## src/ipv_pkg.sv

```systemverilog
// Shared types, character codes and limits for the address text validator.
package ipv_pkg;

   localparam logic [7:0] CH_ZERO  = 8'h30;
   localparam logic [7:0] CH_NINE  = 8'h39;
   localparam logic [7:0] CH_LOW_A = 8'h61;
   localparam logic [7:0] CH_LOW_F = 8'h66;
   localparam logic [7:0] CH_UP_A  = 8'h41;
   localparam logic [7:0] CH_UP_F  = 8'h46;
   localparam logic [7:0] CH_DOT   = 8'h2e;
   localparam logic [7:0] CH_COLON = 8'h3a;

   localparam logic [11:0] QUAD_MAX    = 12'd255;
   localparam logic [2:0]  QUAD_GROUPS = 3'd4;
   localparam logic [15:0] HEX_SHIFT_LIMIT = 16'h0fff;
   localparam logic [4:0]  ADDR_BYTES  = 5'd16;
   localparam logic [4:0]  GROUP_BYTES = 5'd2;
   localparam logic [4:0]  TAIL_BYTES  = 5'd4;

   // One character step as seen by a checker.
   typedef struct packed {
      logic       advance;  // a character is present and gets consumed
      logic       clear;    // return to the reset state after this step
      logic [7:0] ch;
   } ipv_step_type;

   function automatic logic is_digit(input logic [7:0] ch);
      is_digit = (ch >= CH_ZERO) && (ch <= CH_NINE);
   endfunction

   // bit 4 flags a hex digit, bits 3:0 give its value
   function automatic logic [4:0] hex_nibble(input logic [7:0] ch);
      logic [7:0] diff;
      diff = 8'h00;
      hex_nibble = 5'b00000;
      if (is_digit(ch)) begin
         diff = ch - CH_ZERO;
         hex_nibble = {1'b1, diff[3:0]};
      end else if ((ch >= CH_LOW_A) && (ch <= CH_LOW_F)) begin
         diff = ch - CH_LOW_A + 8'd10;
         hex_nibble = {1'b1, diff[3:0]};
      end else if ((ch >= CH_UP_A) && (ch <= CH_UP_F)) begin
         diff = ch - CH_UP_A + 8'd10;
         hex_nibble = {1'b1, diff[3:0]};
      end
   endfunction

endpackage

```

## src/ipv_quad_check.sv

```systemverilog
// Dotted-quad decimal checker: four groups of at most 255 split by dots.
module ipv_quad_check
   import ipv_pkg::*;
(
   input  logic         clock,
   input  logic         reset,
   input  ipv_step_type step_i,
   output logic         ok_o
);

   logic [7:0]  value_ff, value_in;
   logic [2:0]  groups_ff, groups_in;
   logic        saw_ff, saw_in;
   logic        failed_ff, failed_in;
   logic [11:0] acc;

   always_comb begin
      value_in  = value_ff;
      groups_in = groups_ff;
      saw_in    = saw_ff;
      failed_in = failed_ff;
      // value * 10 + digit
      acc = {1'b0, value_ff, 3'b000} + {3'b000, value_ff, 1'b0}
          + {8'h00, step_i.ch[3:0]};
      if (step_i.advance && !failed_ff) begin
         if (is_digit(step_i.ch)) begin
            if (acc > QUAD_MAX) begin
               failed_in = 1'b1;
            end else begin
               value_in = acc[7:0];
               if (!saw_ff) begin
                  if (groups_ff >= QUAD_GROUPS) begin
                     failed_in = 1'b1;
                  end else begin
                     groups_in = groups_ff + 3'd1;
                     saw_in    = 1'b1;
                  end
               end
            end
         end else if ((step_i.ch == CH_DOT) && saw_ff) begin
            if (groups_ff >= QUAD_GROUPS) begin
               failed_in = 1'b1;
            end else begin
               value_in = 8'h00;
               saw_in   = 1'b0;
            end
         end else begin
            failed_in = 1'b1;
         end
      end
   end

   assign ok_o = !failed_in && (groups_in == QUAD_GROUPS);

   always_ff @(posedge clock) begin
      if (reset || step_i.clear) begin
         value_ff  <= 8'h00;
         groups_ff <= 3'd0;
         saw_ff    <= 1'b0;
         failed_ff <= 1'b0;
      end else begin
         value_ff  <= value_in;
         groups_ff <= groups_in;
         saw_ff    <= saw_in;
         failed_ff <= failed_in;
      end
   end

endmodule

```

## src/ipv_six_check.sv

```systemverilog
// IPv6 text checker with an embedded dotted-quad tail checker.
module ipv_six_check
   import ipv_pkg::*;
(
   input  logic         clock,
   input  logic         reset,
   input  ipv_step_type step_i,
   output logic         ok_o
);

   typedef enum logic [1:0] {
      POS_START,  // nothing seen yet
      POS_LEAD,   // leading colon pending
      POS_BODY,   // inside the text
      POS_AFTER   // just after a group-ending colon
   } pos_type;

   pos_type      pos_ff, pos_in;
   logic [15:0]  hex_ff, hex_in;
   logic [4:0]   bytes_ff, bytes_in;
   logic         dc_ff, dc_in;
   logic         hex_saw_ff, hex_saw_in;
   logic         in_tail_ff, in_tail_in;
   logic         failed_ff, failed_in;
   logic         tail_adv;
   logic         tail_restart;
   logic         tail_ok;
   logic [4:0]   nib;
   logic [4:0]   total;
   ipv_step_type tail_step;

   always_comb begin
      pos_in       = pos_ff;
      hex_in       = hex_ff;
      bytes_in     = bytes_ff;
      dc_in        = dc_ff;
      hex_saw_in   = hex_saw_ff;
      in_tail_in   = in_tail_ff;
      failed_in    = failed_ff;
      tail_adv     = 1'b0;
      tail_restart = 1'b0;
      nib          = hex_nibble(step_i.ch);
      if (step_i.advance && !failed_ff) begin
         if (in_tail_ff) begin
            tail_adv = 1'b1;
         end else if ((pos_ff == POS_START) && (step_i.ch == CH_COLON)) begin
            pos_in = POS_LEAD;
         end else if ((pos_ff == POS_LEAD) && (step_i.ch != CH_COLON)) begin
            failed_in = 1'b1;
         end else begin
            pos_in   = POS_BODY;
            tail_adv = 1'b1;
            if (nib[4]) begin
               if (hex_ff > HEX_SHIFT_LIMIT) begin
                  failed_in = 1'b1;
               end else begin
                  hex_in     = {hex_ff[11:0], nib[3:0]};
                  hex_saw_in = 1'b1;
               end
            end else if (step_i.ch == CH_COLON) begin
               tail_restart = 1'b1;
               if (!hex_saw_ff) begin
                  if (dc_ff) failed_in = 1'b1;
                  else dc_in = 1'b1;
               end else begin
                  pos_in = POS_AFTER;
                  if (bytes_ff > ADDR_BYTES - GROUP_BYTES) begin
                     failed_in = 1'b1;
                  end else begin
                     bytes_in   = bytes_ff + GROUP_BYTES;
                     hex_saw_in = 1'b0;
                     hex_in     = 16'h0000;
                  end
               end
            end else if (step_i.ch == CH_DOT) begin
               if (bytes_ff > ADDR_BYTES - TAIL_BYTES) failed_in = 1'b1;
               else in_tail_in = 1'b1;
            end else begin
               failed_in = 1'b1;
            end
         end
      end
   end

   // tail checker restarts at every group start
   always_comb begin
      tail_step.advance = tail_adv;
      tail_step.clear   = tail_restart || step_i.clear;
      tail_step.ch      = step_i.ch;
   end

   ipv_quad_check u_tail (
      .clock  (clock),
      .reset  (reset),
      .step_i (tail_step),
      .ok_o   (tail_ok)
   );

   // verdict on the state after this step
   always_comb begin
      if (in_tail_in) total = bytes_in + TAIL_BYTES;
      else if (hex_saw_in) total = bytes_in + GROUP_BYTES;
      else total = bytes_in;
      ok_o = !failed_in && (pos_in == POS_BODY)
          && (!in_tail_in || tail_ok)
          && !(!in_tail_in && hex_saw_in && (bytes_in > ADDR_BYTES - GROUP_BYTES))
          && (dc_in ? (total != ADDR_BYTES) : (total == ADDR_BYTES));
   end

   always_ff @(posedge clock) begin
      if (reset || step_i.clear) begin
         pos_ff     <= POS_START;
         hex_ff     <= 16'h0000;
         bytes_ff   <= 5'd0;
         dc_ff      <= 1'b0;
         hex_saw_ff <= 1'b0;
         in_tail_ff <= 1'b0;
         failed_ff  <= 1'b0;
      end else begin
         pos_ff     <= pos_in;
         hex_ff     <= hex_in;
         bytes_ff   <= bytes_in;
         dc_ff      <= dc_in;
         hex_saw_ff <= hex_saw_in;
         in_tail_ff <= in_tail_in;
         failed_ff  <= failed_in;
      end
   end

endmodule

```

## src/ip_address_text_validator.sv

```systemverilog
// Top level of the address text validator: channel registers and verdict.
//
// Usage:
//   req_*  : one character of address text per transfer. req_char_present
//            low means the transfer carries no byte; req_last marks the end
//            of the string and triggers exactly one verdict.
//   rsp_*  : one verdict per string: rsp_valid_ipv4 (dotted quad),
//            rsp_valid_ipv6 (IPv6 text, only while IPv6 is enabled) and
//            rsp_valid_res, the OR of the two.
//   csr_*  : write of the IPv6 enable bit; always ready. Write it only while
//            no string is in flight.
// Throughput: one character per cycle while no last character waits on a held verdict,
//   set by the character update between the input register and the state registers.
// Verdict path: the last character passes the input register, then the result
//   register, which drives rsp_valid; a held verdict stalls it in the input register.
// Reset: all checker state clears, IPv6 enable is set to 1, no verdict held.
// Stall: while a verdict waits on rsp_ready, plain characters keep flowing;
//   only the next last character waits in the input register.
module ip_address_text_validator
   import ipv_pkg::*;
(
   input  logic       clock,
   input  logic       reset,
   input  logic       req_valid,
   output logic       req_ready,
   input  logic [7:0] req_character,
   input  logic       req_char_present,
   input  logic       req_last,
   output logic       rsp_valid,
   input  logic       rsp_ready,
   output logic       rsp_valid_res,
   output logic       rsp_valid_ipv4,
   output logic       rsp_valid_ipv6,
   input  logic       csr_valid,
   output logic       csr_ready,
   input  logic       csr_ipv6_enable
);

   // input register
   logic       in_valid_ff;
   logic [7:0] in_char_ff;
   logic       in_present_ff;
   logic       in_last_ff;

   // result register
   logic       out_valid_ff;
   logic       out_res_ff;
   logic       out_v4_ff;
   logic       out_v6_ff;

   logic       v6_enable_ff;

   logic         process;
   logic         quad_ok;
   logic         six_ok;
   logic         v4_in;
   logic         v6_in;
   ipv_step_type step;

   // A plain character always retires; a last one needs a free result slot.
   assign process   = in_valid_ff && (!in_last_ff || !out_valid_ff || rsp_ready);
   assign req_ready = !in_valid_ff || process;
   assign csr_ready = 1'b1;

   always_comb begin
      step.advance = process && in_present_ff;
      step.clear   = process && in_last_ff;
      step.ch      = in_char_ff;
   end

   ipv_quad_check u_quad (
      .clock  (clock),
      .reset  (reset),
      .step_i (step),
      .ok_o   (quad_ok)
   );

   ipv_six_check u_six (
      .clock  (clock),
      .reset  (reset),
      .step_i (step),
      .ok_o   (six_ok)
   );

   assign v4_in = quad_ok;
   assign v6_in = six_ok && v6_enable_ff;

   always_ff @(posedge clock) begin
      if (reset) begin
         in_valid_ff <= 1'b0;
      end else if (req_valid && req_ready) begin
         in_valid_ff <= 1'b1;
      end else if (process) begin
         in_valid_ff <= 1'b0;
      end
   end

   always_ff @(posedge clock) begin
      if (req_valid && req_ready) begin
         in_char_ff    <= req_character;
         in_present_ff <= req_char_present;
         in_last_ff    <= req_last;
      end
   end

   always_ff @(posedge clock) begin
      if (reset) begin
         out_valid_ff <= 1'b0;
      end else if (process && in_last_ff) begin
         out_valid_ff <= 1'b1;
      end else if (rsp_ready) begin
         out_valid_ff <= 1'b0;
      end
   end

   always_ff @(posedge clock) begin
      if (process && in_last_ff) begin
         out_res_ff <= v4_in || v6_in;
         out_v4_ff  <= v4_in;
         out_v6_ff  <= v6_in;
      end
   end

   always_ff @(posedge clock) begin
      if (reset) begin
         v6_enable_ff <= 1'b1;
      end else if (csr_valid && csr_ready) begin
         v6_enable_ff <= csr_ipv6_enable;
      end
   end

   assign rsp_valid      = out_valid_ff;
   assign rsp_valid_res  = out_res_ff;
   assign rsp_valid_ipv4 = out_v4_ff;
   assign rsp_valid_ipv6 = out_v6_ff;

`ifndef ASSERT_OFF
   // verdict is the OR of the two checks
   a_res_is_or: assert property (@(posedge clock) disable iff (reset)
      out_valid_ff |-> (out_res_ff == (out_v4_ff || out_v6_ff)))
      else $error("combined verdict differs from its parts");

   // no text is both a dotted quad and IPv6
   a_exclusive: assert property (@(posedge clock) disable iff (reset)
      out_valid_ff |-> !(out_v4_ff && out_v6_ff))
      else $error("string judged both IPv4 and IPv6");

   // a last character blocked by a held verdict stays in the input register
   a_last_held: assert property (@(posedge clock) disable iff (reset)
      (in_valid_ff && in_last_ff && out_valid_ff && !rsp_ready)
      |=> (in_valid_ff && in_last_ff && out_valid_ff))
      else $error("last character lost while verdict stalled");

   // reset leaves no verdict pending
   a_reset_empty: assert property (@(posedge clock)
      reset |=> (!out_valid_ff && !in_valid_ff))
      else $error("registers not empty after reset");
`endif

endmodule
```

## config.mk

```make
export PLATFORM = sky130hd
export DESIGN_NAME = ip_address_text_validator
export DESIGN_NICKNAME = d
export VERILOG_FILES = /design/src/ipv_pkg.sv /design/src/ipv_quad_check.sv /design/src/ipv_six_check.sv /design/src/ip_address_text_validator.sv
export SDC_FILE = /design/constraint.sdc
export NUM_CORES = 1
export LEC_CHECK = 0
export ABC_AREA = 1
export BUFFER_PORTS_ARGS = -buffer_cell sky130_fd_sc_hd__buf_2
export CORE_ASPECT_RATIO = 0.75
export CORE_MARGIN = 4
export CORE_UTILIZATION = 45
export CTS_CLUSTER_DIAMETER = 200
export DETAILED_ROUTE_END_ITERATION = 12
export HOLD_SLACK_MARGIN = 0.08
export SYNTH_ARGS = -nofsm -noshare
export SYNTH_HDL_FRONTEND = slang
export SYNTH_SLANG_ARGS = --single-unit
```

## constraint.sdc

```tcl
create_clock -name clock -period 4.5 [get_ports clock]
set_input_delay 0.225 -clock clock [delete_from_list [all_inputs] [get_ports clock]]
set_output_delay 0.225 -clock clock [all_outputs]
set_load 0.05 [all_outputs]
```

# After elaboration in Yosys (flattened, before gate mapping)
# Index checks and enable logic that the tools add are counted.
totals:
  regBits: 69
  in_bits: 16
  elab_cells: 240
classes:
  add_sub_neg: 14
  n_lt_le_gt_ge: 14
  n_eq_ne: 15
  muxes: 118
  n_bitwise: 3
  reduce_logical: 52
ops:
  columns: ["operator", "count"]
  rows:
  - ["$mux W16", 5]
  - ["$mux W1", 76]
  - ["$mux W5", 13]
  - ["$mux W8", 8]
  - ["$mux W3", 10]
  - ["$add A11 B9 Y12", 2]
  - ["$add A12 B4 Y12", 2]
  - ["$gt A12 B8 Y1 const B", 2]
  - ["$logic_and A1 B1 Y1", 23]
  - ["$eq A8 B6 Y1 const B", 2]
  - ["$ge A8 B7 Y1 const B", 2]
  - ["$gt A16 B12 Y1 const B", 1]
  - ["$le A8 B7 Y1 const B", 2]
  - ["$gt A5 B4 Y1 const B", 3]
  - ["$mux W2", 6]
  - ["$reduce_bool A2 Y1", 6]
  - ["$sub A4 B1 Y4 const B", 3]
  - ["$logic_not A1 Y1", 11]
  - ["$add A5 B2 Y5 const B", 2]
  - ["$add A4 B4 Y4 const B", 2]
  - ["$ge A8 B6 Y1 const B", 1]
  - ["$le A8 B6 Y1 const B", 1]
  - ["$logic_or A1 B1 Y1", 8]
  - ["$ne A2 B2 Y1 const B", 4]
  - ["14 further kinds", 21]

# Logic depth before layout (Yosys ltp)
depth:
  word_depth: 18
  ltp_mapped: 24
  mapped_depth_nobuf: 24

# Hierarchy
# From an unflattened synthesis, not the netlist that was laid out.
unflattened:
  hier_cells: 690
  hier_area_um2: 4864.7
by_module_without_submodules:
  columns: ["mod", "n_inst", "cells_each", "area_each_um2", "seq_area_each_um2"]
  rows:
  - ["ipv_quad_check", 2, 201, 1303.8, 260.2]
  - ["ipv_six_check", 1, 246, 1682.9, 520.5]
  - ["ip_address_text_validator", 1, 42, 574.3, 450.4]

# Worst setup path before layout
# Ideal clock, no wire load.
synth_path:
  kind: "register to register"
  start: "reg in_char_ff[3]"
  end: "reg out_res_ff (netlist: rsp_valid_res), data pin"
  setup_time_ns: 0.132
  arrival_time_ns: 2.708
  t_required_ns: 4.368
  slack_ns: 1.660
  path_stages_with_launch: 18
  period_less_slack_ns: 2.840
  path_cell_list: "edfxtp_1 -> inv_1 -> fa_1 -> inv_1 -> fa_1 -> nand3_1 -> nand2_1 -> nand2_1 -> nand2_1 -> nand3_1 -> nand2_1 -> nor2_1 -> nand3_1 -> a21oi_1 -> nand3_1 -> a21oi_1 -> nand3_2 -> nand2_1"
synth_via:
  elab_chain_cells: 18
  elab_cells_between_ends: 107
synth_lines:
  columns: ["element", "line_no", "rtl"]
  rows:
  - ["from (decl)", "ip_address_text_validator.sv:41", "logic [7:0] in_char_ff;"]
  - ["from (signal assigned)", "ip_address_text_validator.sv:100", "in_char_ff <= req_character;"]
  - ["$ge A8 B7 Y1 or $le A8 B7 Y1 (tied branches)", "ipv_pkg.sv:42", "end else if ((ch >= CH_UP_A) && (ch <= CH_UP_F)) begin"]
  - ["$logic_and A1 B1 Y1", "ipv_pkg.sv:42", null]
  - ["$mux W5", "ipv_pkg.sv:42", null]
  - ["$mux W5", "ipv_pkg.sv:39", "end else if ((ch >= CH_LOW_A) && (ch <= CH_LOW_F)) begin"]
  - ["$mux W5", "ipv_pkg.sv:36", "if (is_digit(ch)) begin"]
  - ["$mux W5 or $mux W1 (tied branches)", "ipv_six_check.sv:53", "if (nib[4]) begin"]
  - ["$mux W5 or $mux W1 (tied branches)", "ipv_six_check.sv:48", "end else if ((pos_ff == POS_LEAD) && (step_i.ch != CH_COLON)) begin"]
  - ["$mux W5 or $mux W1 (tied branches)", "ipv_six_check.sv:46", "end else if ((pos_ff == POS_START) && (step_i.ch == CH_COLON)) begin"]
  - ["[... 2 more ...]", null, null]
  - ["$add A5 B2 Y5 or $logic_not A1 Y1 (tied branches)", "ipv_six_check.sv:102, ipv_six_check.sv:105, ipv_six_check.sv:106", null]
  - ["$mux W5 or $logic_and A1 B1 Y1 (tied branches)", "ipv_six_check.sv:102, ipv_six_check.sv:106", null]
  - ["$mux W5 or $logic_and A1 B1 Y1 (tied branches)", "ipv_six_check.sv:101, ipv_six_check.sv:106", null]
  - ["$eq A5 B5 Y1 (tied with other cells)", "ipv_six_check.sv:107", "&& (dc_in ? (total != ADDR_BYTES) : (total == ADDR_BYTES));"]
  - ["$mux W1 or $logic_and A1 B1 Y1 (tied branches)", "ipv_six_check.sv:107, ipv_six_check.sv:106", null]
  - ["$logic_and A1 B1 Y1", "ipv_six_check.sv:107", null]
  - ["$logic_and A1 B1 Y1", "ip_address_text_validator.sv:86", "assign v6_in = six_ok && v6_enable_ff;"]
  - ["$logic_or A1 B1 Y1 (*)", "ip_address_text_validator.sv:118", "out_res_ff <= v4_in || v6_in;"]
  - ["to (signal assigned)", "ip_address_text_validator.sv:118", null]
  - ["to (decl)", "ip_address_text_validator.sv:47", "logic out_res_ff;"]
# Every way passes the cells marked *; elsewhere a longest branch is shown, timed or not.
# A chain may end at the register's enable or synchronous reset.

# Final worst setup path
layout_path:
  start: "reg in_char_ff[1]"
  end: "reg out_res_ff (netlist: rsp_valid_res), data pin"
layout_via:
  elab_chain_cells: 18
  elab_cells_between_ends: 107
layout_lines:
  columns: ["element", "line_no", "rtl"]
  rows:
  - ["$ge A8 B7 Y1 or $le A8 B7 Y1 (tied branches)", "ipv_pkg.sv:42", null]
  - ["$logic_and A1 B1 Y1", "ipv_pkg.sv:42", null]
  - ["$mux W5", "ipv_pkg.sv:42", null]
  - ["$mux W5", "ipv_pkg.sv:39", null]
  - ["$mux W5", "ipv_pkg.sv:36", null]
  - ["$mux W5", "ipv_six_check.sv:53", null]
  - ["$mux W5", "ipv_six_check.sv:48", null]
  - ["$mux W5 (*)", "ipv_six_check.sv:46", null]
  - ["[... 2 more ...]", null, null]
  - ["net u_six.bytes_in[2]", "ipv_six_check.sv:20", "logic [4:0] bytes_ff, bytes_in;"]
  - ["$add A5 B2 Y5", "ipv_six_check.sv:102", "else if (hex_saw_in) total = bytes_in + GROUP_BYTES;"]
  - ["$mux W5", "ipv_six_check.sv:102", null]
  - ["$mux W5", "ipv_six_check.sv:101", "if (in_tail_in) total = bytes_in + TAIL_BYTES;"]
  - ["$eq A5 B5 Y1 or $ne A5 B5 Y1 (tied branches)", "ipv_six_check.sv:107", null]
  - ["$mux W1", "ipv_six_check.sv:107", null]
  - ["$logic_and A1 B1 Y1 (*)", "ipv_six_check.sv:107", null]
  - ["$logic_and A1 B1 Y1 (*)", "ip_address_text_validator.sv:86", null]
  - ["$logic_or A1 B1 Y1 (*)", "ip_address_text_validator.sv:118", null]
# Mark *: on every way through the listed nets, which the timed path passes. The rest lies on a longest branch.

==> results_dict.tcl <==
set metrics [dict create \
    status "finished clean" \
    end_kind "flip-flop" \
    cts_root_buf "clkbuf_16" \
    synthArstFlopShare 0 \
    grt_pass1_wl_um 16200 \
    grt_usage 0.181 \
    crit_fanout 19 \
    reg2reg_to "rsp_valid_res" \
    ant_nets 0 \
    fin_skew_ns 0.00589 \
    nNetsFinal 676 \
    io_buffers 20 \
    start_util 0.467 \
    yosys-top-cells-count "nand2_1 (135), inv_1 (74), nor2_1 (61)" \
    clk_latency_ns 0.34 \
    via_per_inst 4.95 \
    io_pins 22 \
    maxCapViolCount 0 \
    drc_errors 0 \
    cp_cell_sequence "inv_1 > ha_1 > o21ai_0 > nand2_1 > nand2_2 > nand2_2 > nor2_2 > nand3_1 > nand2_1 > nand2_1 > inv_1 > ha_1 > inv_1 > nand3_1 > nand2_1 > inv_1 > nand2_1 > nand3_2 > nor2_2 > nand3_1 > nand3_2 > nand2_1" \
    cpMaxStageDelayCell "edfxtp_1" \
    utilization 0.536 \
    die_w_um 121 \
    cts_setup_buffers 0 \
    cp_data_required_time_ns 4.59 \
    gp_congestion 0.805 \
    whs_path_depth 3 \
    powerDensity_nw_per_um2 300 \
    dr.pass1.iters 5 \
    slew_viol_final 0 \
    fin_setup_tns_ns 0 \
    wire_per_inst_um 12.6 \
    grt_overflow 0 \
    first_iter_violations 158 \
    final_layout_size_suffix_gt1_frac 0.107 \
    r2r_slack_ns 1.07 \
    ctsHtreeMaxLevel 3 \
    netlist_area_um2 4270 \
    setup_violations 0 \
    cts-buffers-inserted 9 \
    min_from "csr_ipv6_enable" \
    criticalPathCategory "flip-flop to flip-flop" \
    slowest_delay_ns 0.53 \
    die_h_um 92.4 \
    slew_headroom 0.410 \
    period_share 0.762 \
    synth_edf_count 13 \
    synth_top_area_frac 0.258 \
    grt_pass1_vias 3479 \
    cts_tree "done" \
    r2r_cells 22 \
    synth_ff_type "dfxtp_1" \
    synth-seq-cells 68 \
    fmax_ghz 0.292 \
    area_growth_pct 14.8 \
    p_leak_nw 2.36 \
    grt_max_degree 20 \
    syn_area_per_cell_um2 7.33 \
    syn-num-nets 645 \
    min_period_ns 3.43 \
    hold_viol_final 0 \
    num_antenna_cells 0 \
    startpoint_type "flip-flop" \
    arrival_ns 3.52 \
    clk_pin_slew_worst_paths_ns 0.06 \
    syn_inst 583 \
    synth_most_common_cell "nand2_1" \
    rsz0062_at_grt "no" \
    vias 3700 \
    num_rows 30 \
    ir_drop_mv 0.203 \
    antenna_found_initial 0 \
    cts_buffer_depth 2 \
    r2r_start "in_char_ff[1]" \
    worstMarginPinSlew_ns 0.882 \
    cts_resized 0 \
    yosysUniqueCellTypes 38 \
    holdCritPathClass "input port to flip-flop" \
    coreArea_um2 9160 \
    synth_seq_area_share 0.349 \
    cp_common_cell "nand2_1" \
    numClockSinks 68 \
    die-area_um2 11100 \
    hpwl_um 6990 \
    wl_um 9380 \
    holdPathEnd "v6_enable_ff" \
    yosys_warnings 0 \
    yosys-top-cells-area "dfxtp_1 (26%), ha_1 (12%), nand2_1 (12%)" \
    yosysTopAreaCell "dfxtp_1" \
]
## power breakdown
part / leakage [nW] / total [mW] / internal [mW] / switching, mW
combinational: 1.64 / 0.106 / 0.0358 / 0.0705
clock: 0.153 / 0.725 / 0.449 / 0.276
sequential: 0.571 / 0.642 / 0.632 / 0.00998
## state kept, by name (all words and copies together) (netlist names), 2 cells and up
name,count
in_char_ff,8
u_six.u_tail.value_ff,8
u_quad.groups_ff,3
u_six.u_tail.groups_ff,3
u_quad.value_ff,8
u_six.hex_ff,16
u_six.bytes_ff,4
u_six.pos_ff,2
## area by class of cell
| cell class | count | area (µm²) |
|---|---|---|
| flip-flops and latches | 68 | 1490 |
| inverters | 77 | 289 |
| well taps | 128 | 160 |
| clock buffers | 10 | 239 |
| clock inverters | 6 | 70.1 |
| repair buffers | 33 | 228 |
| fillers | 891 | 4250 |
| multi-input cells | 425 | 2430 |
## per-stage QoR
step                power [mW]  hold WS (ns)  cell area, µm²  setup slack, ns  instances
CTS                       1.49        0.0864            4910             1.05        747
finish                    1.47         0.101            4910             1.07        747
global placement         0.752         0.402            4480             1.08        719
global route              1.53         0.132            4910            0.744        747
detailed placement       0.753         0.403            4480             1.08        719
floorplan                0.726         0.294            4270             1.66        583
## routing by layer
metal	GRT usage	part of all wire
met1	0.255	0.53
met5	0	0
met4	0.0575	0.014
met2	0.272	0.42
met3	0.0452	0.041
## layout by cell type (no fill, tap or decap), types with 5 or more instances in the layout
master and instances:
ha_1 42, a21oi_1 53, o21ai_0 15, clkbuf_16 9, dlygate4sd3_1 12, nor2_1 61, nor2_2 6, nor3_1 6
dfxtp_1 55, buf_2 20, edfxtp_1 13, inv_1 74, nand3_1 48, nand4_1 9, nand2_2 6, nand2_1 135
nand2_4 5
## critical path: cells and delay by family (launching register included)
| family | cells | cell delay, ns |
|---|---|---|
| compound gates | 1 | 0.17 |
| buf+inv | 4 | 0.30 |
| simple gates | 15 | 1.76 |
| fa+ha+maj | 2 | 0.44 |
| flops | 1 | 0.53 |
## timing repair
action | 4_1_cts | 5_1_grt
hold buffers | 12 | 0
hold endpoints to repair | 12 | 0
setup endpoints to repair | 0 | 0
## logic make-up after synthesis
family | synth area share
AND/OR/NAND/NOR | 0.312
buffers and inverters | 0.0826
AO/OA/AOI/OAI | 0.103
flip-flops | 0.349
adder cells (fa/ha/maj) | 0.142
XOR/XNOR | 0.0102
other | 0.000878
## how the worst max path moves through the flow
| stage | startpoint | endpoint | slack, ns | depth (start not counted) |
|---|---|---|---|---|
| after floorplan | in_char_ff[3] | rsp_valid_res | 1.66 | 17 |
| after global placement | in_char_ff[1] | rsp_valid_res | 1.08 | 22 |
| after detailed placement | in_char_ff[1] | rsp_valid_res | 1.08 | 22 |
| after CTS | in_char_ff[1] | rsp_valid_res | 1.05 | 22 |
| after global routing | in_char_ff[1] | rsp_valid_res | 0.74 | 22 |
| final | in_char_ff[1] | rsp_valid_res | 1.07 | 22 |
Note: power is estimated with default switching activity, not from simulation.
